<file path="src/rtl/core/text_window_cursor_engine_assert.svh">
// Assertion macros for the text window cursor engine.
// Each macro needs clk_i and rst_ni in the scope where it is used.
`ifndef TEXT_WINDOW_CURSOR_ENGINE_ASSERT_SVH
`define TEXT_WINDOW_CURSOR_ENGINE_ASSERT_SVH

`ifndef SYNTHESIS

`define TWCE_ASSERT(label, cond, msg) \
  label: assert property (@(posedge clk_i) disable iff (!rst_ni) (cond)) \
    else $error(msg);

`define TWCE_ASSERT_IMPL(label, pre, post, msg) \
  label: assert property (@(posedge clk_i) disable iff (!rst_ni) (pre) |-> (post)) \
    else $error(msg);

`define TWCE_ASSERT_NEXT(label, pre, post, msg) \
  label: assert property (@(posedge clk_i) disable iff (!rst_ni) (pre) |=> (post)) \
    else $error(msg);

`else

`define TWCE_ASSERT(label, cond, msg)
`define TWCE_ASSERT_IMPL(label, pre, post, msg)
`define TWCE_ASSERT_NEXT(label, pre, post, msg)

`endif

`endif

</file>
<file path="src/rtl/core/twce_pkg.sv">
// Shared types and constants of the text window cursor engine.
// No dependencies; the step logic, result queue, top level and bench import it.
`default_nettype none

package twce_pkg;

  localparam int CFG_INDEX_W = 2;
  localparam int CFG_DATA_W  = 8;

  localparam int FIFO_DEPTH = 4;
  localparam int FIFO_PTR_W = 2;
  localparam int FIFO_CNT_W = 3;

  localparam logic [7:0] CH_NUL       = 8'h00;
  localparam logic [7:0] CH_NEWLINE   = 8'h0A;
  localparam logic [7:0] CH_RETURN    = 8'h0D;
  localparam logic [7:0] CH_BACKSPACE = 8'h08;

  localparam logic [7:0] RESET_COLUMNS = 8'd80;
  localparam logic [7:0] RESET_ROWS    = 8'd25;
  localparam logic [7:0] RESET_ATTR    = 8'd7;

  typedef enum logic {
    OP_PUT_CHAR = 1'b0,
    OP_SET_POS  = 1'b1
  } op_e;

  typedef enum logic [1:0] {
    KIND_WRITE  = 2'd0,
    KIND_SCROLL = 2'd1,
    KIND_STATUS = 2'd2
  } kind_e;

  typedef enum logic [CFG_INDEX_W-1:0] {
    REG_COLUMNS = 2'd0,
    REG_ROWS    = 2'd1,
    REG_ATTR    = 2'd2
  } reg_e;

  typedef struct packed {
    logic       operation;
    logic [7:0] char_code;
    logic [7:0] pos_column;
    logic [7:0] pos_row;
  } twce_in_t;

  typedef struct packed {
    logic [1:0]  kind;
    logic [7:0]  cell_column;
    logic [7:0]  cell_row;
    logic [15:0] cell_word;
    logic        status;
    logic        last;
  } twce_out_t;

  // Results of one item, handed to the result queue together in a single push.
  typedef struct packed {
    logic [1:0] count;
    twce_out_t  first;
    twce_out_t  second;
  } twce_push_t;

endpackage

`default_nettype wire

</file>
<file path="src/rtl/core/twce_stream_if.sv">
// Valid/ready channel carrying one word of a given payload type.
// Used for both the item and the result channel of the cursor engine.
`default_nettype none

interface twce_stream_if #(
  parameter type payload_t = logic
) ();

  logic     valid;
  logic     ready;
  payload_t payload;

  modport source (output valid, output payload, input ready);
  modport sink   (input valid, input payload, output ready);

endinterface

`default_nettype wire

</file>
<file path="src/rtl/core/twce_step.sv">
// Cursor step logic: next cursor and result words for one item.
// Depends on twce_pkg.
`default_nettype none

module twce_step #(
  parameter int COORD_BITS = 8
) (
  input  twce_pkg::twce_in_t     item_i,
  input  logic [COORD_BITS-1:0]  cur_col_i,
  input  logic [COORD_BITS-1:0]  cur_row_i,
  input  logic [7:0]             cols_i,
  input  logic [7:0]             rows_i,
  input  logic [7:0]             attr_i,
  output twce_pkg::twce_push_t   push_o,
  output logic [COORD_BITS-1:0]  nxt_col_o,
  output logic [COORD_BITS-1:0]  nxt_row_o
);
  import twce_pkg::*;

  localparam int CmpW = (COORD_BITS > 8) ? COORD_BITS : 8;

  logic [7:0]      last_col;
  logic [7:0]      last_row;
  logic [CmpW-1:0] x_ext;
  logic [CmpW-1:0] y_ext;
  logic [CmpW-1:0] lc_ext;
  logic [CmpW-1:0] lr_ext;
  logic [15:0]     word;

  // A zero size acts as one.
  assign last_col = (cols_i == 8'd0) ? 8'd0 : cols_i - 8'd1;
  assign last_row = (rows_i == 8'd0) ? 8'd0 : rows_i - 8'd1;
  assign x_ext    = CmpW'(cur_col_i);
  assign y_ext    = CmpW'(cur_row_i);
  assign lc_ext   = CmpW'(last_col);
  assign lr_ext   = CmpW'(last_row);
  assign word     = {attr_i, item_i.char_code};

  always_comb begin
    twce_out_t             wr;
    twce_out_t             sc;
    twce_out_t             st;
    logic [COORD_BITS-1:0] x;
    logic [COORD_BITS-1:0] y;
    logic                  bad;

    x   = cur_col_i;
    y   = cur_row_i;
    bad = (item_i.pos_column > last_col) || (item_i.pos_row > last_row);

    wr = '0;
    wr.kind = KIND_WRITE;
    wr.cell_word = word;
    sc = '0;
    sc.kind = KIND_SCROLL;
    st = '0;
    st.kind = KIND_STATUS;
    st.status = bad;
    st.last = 1'b1;

    push_o = '0;

    if (item_i.operation == OP_SET_POS) begin
      push_o.count = 2'd1;
      push_o.first = st;
      if (!bad) begin
        x = COORD_BITS'(item_i.pos_column);
        y = COORD_BITS'(item_i.pos_row);
      end
    end else begin
      priority if (item_i.char_code == CH_NUL) begin
        // end of string: drop
      end else if (item_i.char_code == CH_NEWLINE) begin
        if (y_ext == lr_ext) begin
          sc.last = 1'b1;
          push_o.count = 2'd1;
          push_o.first = sc;
        end else begin
          y = COORD_BITS'(cur_row_i + 1'b1);
        end
      end else if (item_i.char_code == CH_RETURN) begin
        x = '0;
      end else if (item_i.char_code == CH_BACKSPACE) begin
        if (cur_col_i != '0) begin
          x = COORD_BITS'(cur_col_i - 1'b1);
        end else if (cur_row_i != '0) begin
          y = COORD_BITS'(cur_row_i - 1'b1);
          x = COORD_BITS'(last_col);
        end
        wr.cell_column = 8'(x);
        wr.cell_row = 8'(y);
        wr.last = 1'b1;
        push_o.count = 2'd1;
        push_o.first = wr;
      end else begin
        wr.cell_column = 8'(cur_col_i);
        wr.cell_row = 8'(cur_row_i);
        push_o.first = wr;
        push_o.count = 2'd1;
        if (x_ext == lc_ext) begin
          if (y_ext == lr_ext) begin
            sc.last = 1'b1;
            push_o.second = sc;
            push_o.count = 2'd2;
          end else begin
            y = COORD_BITS'(cur_row_i + 1'b1);
          end
          x = '0;
        end else begin
          x = COORD_BITS'(cur_col_i + 1'b1);
        end
        if (push_o.count == 2'd1) begin
          push_o.first.last = 1'b1;
        end
      end
    end

    nxt_col_o = x;
    nxt_row_o = y;
  end

endmodule

`default_nettype wire

</file>
<file path="src/rtl/core/twce_out_fifo.sv">
// Four-entry result queue: takes up to two words a cycle, gives one.
// Depends on twce_pkg and the assertion macro header.
`default_nettype none

module twce_out_fifo (
  input  logic                 clk_i,
  input  logic                 rst_ni,
  input  logic                 push_en_i,
  input  twce_pkg::twce_push_t push_i,
  output logic                 room_o,
  output logic                 valid_o,
  input  logic                 ready_i,
  output twce_pkg::twce_out_t  word_o
);
  import twce_pkg::*;

  twce_out_t               mem_q [FIFO_DEPTH];
  logic [FIFO_PTR_W-1:0]   wr_ptr_q, wr_ptr_d;
  logic [FIFO_PTR_W-1:0]   rd_ptr_q, rd_ptr_d;
  logic [FIFO_CNT_W-1:0]   count_q, count_d;
  logic [FIFO_PTR_W-1:0]   wr_ptr_nxt;
  logic [1:0]              push_n;
  logic                    pop;

  assign push_n     = push_en_i ? push_i.count : 2'd0;
  assign pop        = valid_o && ready_i;
  assign valid_o    = (count_q != '0);
  assign word_o     = mem_q[rd_ptr_q];
  // Room for the worst case of two words.
  assign room_o     = (count_q <= FIFO_CNT_W'(FIFO_DEPTH - 2));
  assign wr_ptr_nxt = wr_ptr_q + FIFO_PTR_W'(1);
  assign wr_ptr_d   = wr_ptr_q + FIFO_PTR_W'(push_n);
  assign rd_ptr_d   = rd_ptr_q + FIFO_PTR_W'(pop);
  assign count_d    = count_q + FIFO_CNT_W'(push_n) - FIFO_CNT_W'(pop);

  always_ff @(posedge clk_i or negedge rst_ni) begin
    if (!rst_ni) begin
      wr_ptr_q <= '0;
      rd_ptr_q <= '0;
      count_q  <= '0;
    end else begin
      wr_ptr_q <= wr_ptr_d;
      rd_ptr_q <= rd_ptr_d;
      count_q  <= count_d;
    end
  end

  always_ff @(posedge clk_i) begin
    if (push_n != 2'd0) begin
      mem_q[wr_ptr_q] <= push_i.first;
    end
    if (push_n == 2'd2) begin
      mem_q[wr_ptr_nxt] <= push_i.second;
    end
  end

  `include "text_window_cursor_engine_assert.svh"

  `TWCE_ASSERT(a_fifo_bound, count_q <= FIFO_CNT_W'(FIFO_DEPTH), "result queue overflow")
  `TWCE_ASSERT_IMPL(a_fifo_push_room, push_n != 2'd0, room_o, "push without room")
  `TWCE_ASSERT_NEXT(a_fifo_pop_only, pop && push_n == 2'd0,
                    count_q == $past(count_q) - FIFO_CNT_W'(1), "pop did not drain")

endmodule

`default_nettype wire

</file>
<file path="src/rtl/core/text_window_cursor_engine.sv">
// Accepted words go to the input register, and their results to the result queue.
// Throughput: one word per cycle while each word gives at most one result and the
// result side takes one word per cycle; the four-entry result queue sets the pace.
// A word that causes a write and a scroll gives two result words on the result port.
// Reset (asynchronous, active low): cursor at 0,0, window 80x25, attribute 7, queue empty.
`default_nettype none

module text_window_cursor_engine #(
  parameter int COORD_BITS = 8
) (
  input  logic                               clk_i,
  input  logic                               rst_ni,
  twce_stream_if.sink                        in_i,
  twce_stream_if.source                      out_o,
  input  logic                               cfg_we_i,
  input  logic [twce_pkg::CFG_INDEX_W-1:0]   cfg_index_i,
  input  logic [twce_pkg::CFG_DATA_W-1:0]    cfg_data_i
);
  import twce_pkg::*;

  logic [7:0]            cols_q, rows_q, attr_q;
  logic [COORD_BITS-1:0] col_q, row_q;
  logic [COORD_BITS-1:0] col_d, row_d;
  logic                  s1_valid_q;
  twce_in_t              s1_q;
  twce_push_t            push;
  logic                  room;
  logic                  advance;
  logic                  take;

  assign advance    = s1_valid_q && room;
  assign in_i.ready = !s1_valid_q || advance;
  assign take       = in_i.valid && in_i.ready;

  always_ff @(posedge clk_i or negedge rst_ni) begin
    if (!rst_ni) begin
      cols_q <= RESET_COLUMNS;
      rows_q <= RESET_ROWS;
      attr_q <= RESET_ATTR;
    end else if (cfg_we_i) begin
      unique case (cfg_index_i)
        REG_COLUMNS: cols_q <= cfg_data_i;
        REG_ROWS:    rows_q <= cfg_data_i;
        REG_ATTR:    attr_q <= cfg_data_i;
        default: ;
      endcase
    end
  end

  // Input register: hold while the queue lacks room.
  always_ff @(posedge clk_i or negedge rst_ni) begin
    if (!rst_ni) begin
      s1_valid_q <= 1'b0;
    end else if (in_i.ready) begin
      s1_valid_q <= in_i.valid;
    end
  end

  always_ff @(posedge clk_i) begin
    if (take) begin
      s1_q <= in_i.payload;
    end
  end

  always_ff @(posedge clk_i or negedge rst_ni) begin
    if (!rst_ni) begin
      col_q <= '0;
      row_q <= '0;
    end else if (advance) begin
      col_q <= col_d;
      row_q <= row_d;
    end
  end

  twce_step #(
    .COORD_BITS (COORD_BITS)
  ) u_step (
    .item_i    (s1_q),
    .cur_col_i (col_q),
    .cur_row_i (row_q),
    .cols_i    (cols_q),
    .rows_i    (rows_q),
    .attr_i    (attr_q),
    .push_o    (push),
    .nxt_col_o (col_d),
    .nxt_row_o (row_d)
  );

  twce_out_fifo u_out_fifo (
    .clk_i     (clk_i),
    .rst_ni    (rst_ni),
    .push_en_i (advance),
    .push_i    (push),
    .room_o    (room),
    .valid_o   (out_o.valid),
    .ready_i   (out_o.ready),
    .word_o    (out_o.payload)
  );

  `include "text_window_cursor_engine_assert.svh"

  `TWCE_ASSERT_NEXT(a_hold_stalled, s1_valid_q && !advance, s1_valid_q,
                    "stalled word lost")
  `TWCE_ASSERT_NEXT(a_cursor_quiet, !advance, $stable(col_q) && $stable(row_q),
                    "cursor moved without a word")
  `TWCE_ASSERT_IMPL(a_pair_last, advance && push.count == 2'd2,
                    push.second.last && !push.first.last, "last flag misplaced")

endmodule

`default_nettype wire

</file>
<file path="src/flat_wrapper.sv">
// flat-port wrapper written by rule: the top's interface ports become plain ports
module text_window_cursor_engine_flat import twce_pkg::*;
#(
  parameter int COORD_BITS = 8
)
  (clk_i, rst_ni, cfg_we_i, cfg_index_i, cfg_data_i, in_i_valid, in_i_payload, in_i_ready, out_o_valid, out_o_payload, out_o_ready);
  twce_stream_if #(.payload_t(twce_in_t)) in_i_i ();
  twce_stream_if #(.payload_t(twce_out_t)) out_o_i ();
  input  logic clk_i;
  input  logic rst_ni;
  input  logic cfg_we_i;
  input  logic [twce_pkg::CFG_INDEX_W-1:0] cfg_index_i;
  input  logic [twce_pkg::CFG_DATA_W-1:0] cfg_data_i;
  input wire logic [$bits(in_i_i.valid)-1:0] in_i_valid;
  input wire logic [$bits(in_i_i.payload)-1:0] in_i_payload;
  output wire logic [$bits(in_i_i.ready)-1:0] in_i_ready;
  output wire logic [$bits(out_o_i.valid)-1:0] out_o_valid;
  output wire logic [$bits(out_o_i.payload)-1:0] out_o_payload;
  input wire logic [$bits(out_o_i.ready)-1:0] out_o_ready;
  assign in_i_i.valid = in_i_valid;
  assign in_i_i.payload = in_i_payload;
  assign in_i_ready = in_i_i.ready;
  assign out_o_valid = out_o_i.valid;
  assign out_o_payload = out_o_i.payload;
  assign out_o_i.ready = out_o_ready;
  text_window_cursor_engine #(.COORD_BITS(COORD_BITS)) u_core (.clk_i(clk_i), .rst_ni(rst_ni), .in_i(in_i_i), .out_o(out_o_i), .cfg_we_i(cfg_we_i), .cfg_index_i(cfg_index_i), .cfg_data_i(cfg_data_i));
endmodule
</file>
<file path="config.mk">
export PLATFORM = sky130hd
export DESIGN_NAME = text_window_cursor_engine_flat
export DESIGN_NICKNAME = d
export VERILOG_FILES = /design/src/rtl/core/twce_pkg.sv /design/src/rtl/core/twce_stream_if.sv /design/src/rtl/core/twce_step.sv /design/src/rtl/core/twce_out_fifo.sv /design/src/rtl/core/text_window_cursor_engine.sv /design/src/flat_wrapper.sv
export VERILOG_INCLUDE_DIRS = /design/src /design/src/rtl/core
export SDC_FILE = /design/constraint.sdc
export NUM_CORES = 1
export LEC_CHECK = 0
export ABC_AREA = 1
export BUFFER_PORTS_ARGS = -buffer_cell sky130_fd_sc_hd__buf_2
export CORE_ASPECT_RATIO = 1.75
export CORE_UTILIZATION = 55
export CTS_CLUSTER_SIZE = 40
export DETAILED_ROUTE_END_ITERATION = 12
export HOLD_SLACK_MARGIN = 0.08
export PLACE_DENSITY = 0.73
export RECOVER_POWER = 50
export SYNTH_ARGS = -nofsm -noshare
export SYNTH_HDL_FRONTEND = slang
export SYNTH_HIERARCHICAL = 1
export SYNTH_SLANG_ARGS = --single-unit
</file>
<file path="constraint.sdc">
create_clock -name clk_i -period 4.7 [get_ports clk_i]
set_clock_uncertainty 0.1 [all_clocks]
set_input_delay 0.47 -clock clk_i [delete_from_list [all_inputs] [get_ports clk_i]]
set_output_delay 0.47 -clock clk_i [all_outputs]
set_load 0.005 [all_outputs]
</file>
==> metrics.cfg <==
[status]
status=finished with violations
violations=max-capacitance violations, max-slew violations

[setup_path]
critPathLaunch=u_core/cols_q[0]
critical_path_class=flip-flop to flip-flop
start_kind=flip-flop
end_kind=flip-flop
cp.required_ps=4780
critPathCapture=u_core/u_out_fifo/mem_q[3][6]
regToRegSetupSlack_ps=550
ff2ff_path_depth=20
reg2reg_from=u_core/cols_q[0]
rr_endpoint=u_core/u_out_fifo/mem_q[3][6]
path_max_fanout=39
arrival_ps=4230

[yosys]
syn_area_sq_mm=0.0138
synth.distinct_cells=52
synth_common_cells=nand2_1 (434), nor2_1 (175), edfxtp_1 (169), o21ai_0 (141), inv_1 (138)
synthArstFlopShare_pct=22.1
ys_ff_latch=217
synth-simple-area-share_pct=23.7
yosys.area.top_type=edfxtp_1
ys_seq_area_share_pct=45.6
post-synth-top-count-cell=nand2_1
avgSynthCellArea_sq_um=8.35
synth_compound_area_share_pct=16.4
netlist_top_cells_area=edfxtp_1 (37%), nand2_1 (12%), dfrtp_1 (7.3%)
synth_edf_count=169
synth_top_cell_area_share_pct=36.8
ys_warn_count=6
yosys.area_share.xor_xnor_pct=1.14
synth_top_family_by_area=simple AND/OR/NAND/NOR gates
syn_inst=1651
synth_top_flop_cell=edfxtp_1
muxShareOfSynthArea_pct=0
synth_fa_ha_area_share_pct=2.60

[routing]
dr.pass1.iters=8
drt-total-wl_mm=35.7
vias=11489
via_per_inst=5.61
drt_iter0_markers=1013
detail_route.wl_per_cell_um=17.4
ant_nets=0
drc=0

[cts]
postCtsSetupBuffers=0
cts_buffers=21
cts_tree=built
cts.sinks=217
clock_path_buffers=3
cts-root-buf=clkbuf_16
cts.reportedPaths.clkPinSlew_ps=70
insertion_delay_ps=520
cts_max_level=1

[layout]
nets=1790
diodes=0
drive_above_1_share_pct=13.5
area_delta_synth_final_pct=8.13

[global_route]
use_met3_pct=3.23
track_usage_pct=28.3
grt_max_degree=76
met1_usage_pct=29.7
grt_pass1_wl_mm=55.9
grt_pass1_vias=10977
use_met2_pct=53.0
overflow=0
antenna_found_initial=0
grt-busiest-layer=met2

[timing]
setup-violations-final=0
maxSlewViolCount=123
finalCritPeriodShare_pct=88.3
tightest_slew_ps=2800
finalCriticalPeriod_ps=4150
finalSetupTns_ps=0
maxSlewHeadroom_pct=-86.7
hold_viol=0
rsz0062_at_grt=no
max_freq_ghz=0.241
whs_ps=109

[hold_path]
worstHoldPathType=input port to flip-flop

[pwr]
powerDensity_mw_per_mm2=534
irDropWorstVdd_uv=369
p_leak_nw=6.30

[floorplan]
dieArea_sq_mm=0.0257
row_count=76
start_util_pct=56.0
ios=78
die_y_um=211
chipWidth_um=122
core_sq_mm=0.0246

[place]
dpl.hpwl_mm=24.8
gp_congestion=0.982
port_buffers=77

[run]
drv_cap=2

per-stage QoR:
stage                     std cells  utilization, %  instance area [sq um]  worst slack (ps)  power (mW)
after CTS                      2047            61.2                  15100               511        8.05
after detailed placement       1984            57.0                  14000               536        6.20
after floorplan                1684               -                  13900               760        5.18
after global placement         1984            57.0                  14000               645        6.12
after global routing           2047            60.5                  14900              71.7        8.49
final                          2047            60.5                  14900               548        7.96
timing repair:
item,4_1_cts,5_1_grt
hold buffers,27,0
endpoints found under the hold margin,66,0
resized for setup,0,0
layer usage:
metal	vias up	wire length (um)
met5	-	0
met4	0	1980
met3	117	1690
met2	367	19100
met1	5395	12900
li1	5610	-
critical path, stage by stage, from the launching register on:
cell,delay [ps]
dfrtp_1,380
inv_1,110
ha_1,150
nor3b_1,220
nand2_2,240
nand2_1,180
inv_1,80
nor2_1,90
o21ai_0,110
nor2_1,110
nand4_1,180
inv_1,270
nand3_1,150
nand3_1,90
o21ai_0,80
nand2_1,70
nand2_1,190
nor2_8,240
nand2_4,260
nand2_1,180
buf_4,330
cells by family after synthesis:
logic type | count (synthesis)
AO/OA/AOI/OAI | 358
XOR/XNOR | 18
adder cells (fa/ha/maj) | 28
buffers and inverters | 270
flip-flops | 217
other | 1
AND/OR/NAND/NOR | 759
final cells by class:
cell class,count,area [sq um]
clock buffers,26,607
repair buffers,129,820
clock inverters,10,139
flip-flops and latches,217,6290
multi-input cells,1197,6070
well taps,312,390
inverters,156,591
fillers,2280,9730
sequential cells by signal, summed over array words and instances (netlist names), 3 cells and up:
signal and flops:
u_core/attr_q 8, u_core/col_q 8, u_core/cols_q 8, u_core/row_q 8, u_core/rows_q 8, u_core/s1_q 25, u_core/u_out_fifo/count_q 3, u_core/u_out_fifo/mem_q 144
worst min-delay path by stage:
stage | from | endpoint | cells after the start
2_1_floorplan | rst_ni | u_core/attr_q[3] | 0
3_3_place_gp | u_core/attr_q[0] | u_core/attr_q[0] | 2
3_5_place_dp | u_core/rows_q[0] | u_core/rows_q[0] | 2
4_1_cts | cfg_data_i[6] | u_core/cols_q[6] | 3
5_1_grt | cfg_data_i[2] | u_core/attr_q[2] | 3
6_report | cfg_data_i[6] | u_core/cols_q[6] | 3
power by group:
group	switching, mW	leakage, nW	internal, mW
Combinational	2.20	3.78	1.03
Clock	0.745	0.365	1.09
Sequential	0.259	2.16	2.63
cell usage in the layout (no fill, tap or decap), drive strengths merged, types with 13 or more instances in the layout:
cell type | synthesis | routed
a21oi | 22 | 22
dlygate4sd3 | 0 | 27
nand2 | 457 | 457
dfrtp | 40 | 40
nor3 | 13 | 13
nand3 | 59 | 59
nand4 | 36 | 36
edfxtp | 169 | 169
buf | 89 | 62
clkbuf | 25 | 66
o21ai | 299 | 299
inv | 151 | 154
xor2 | 16 | 16
conb | 1 | 34
ha | 27 | 27
nor2 | 183 | 183
Power figures use the tool's default switching activity.
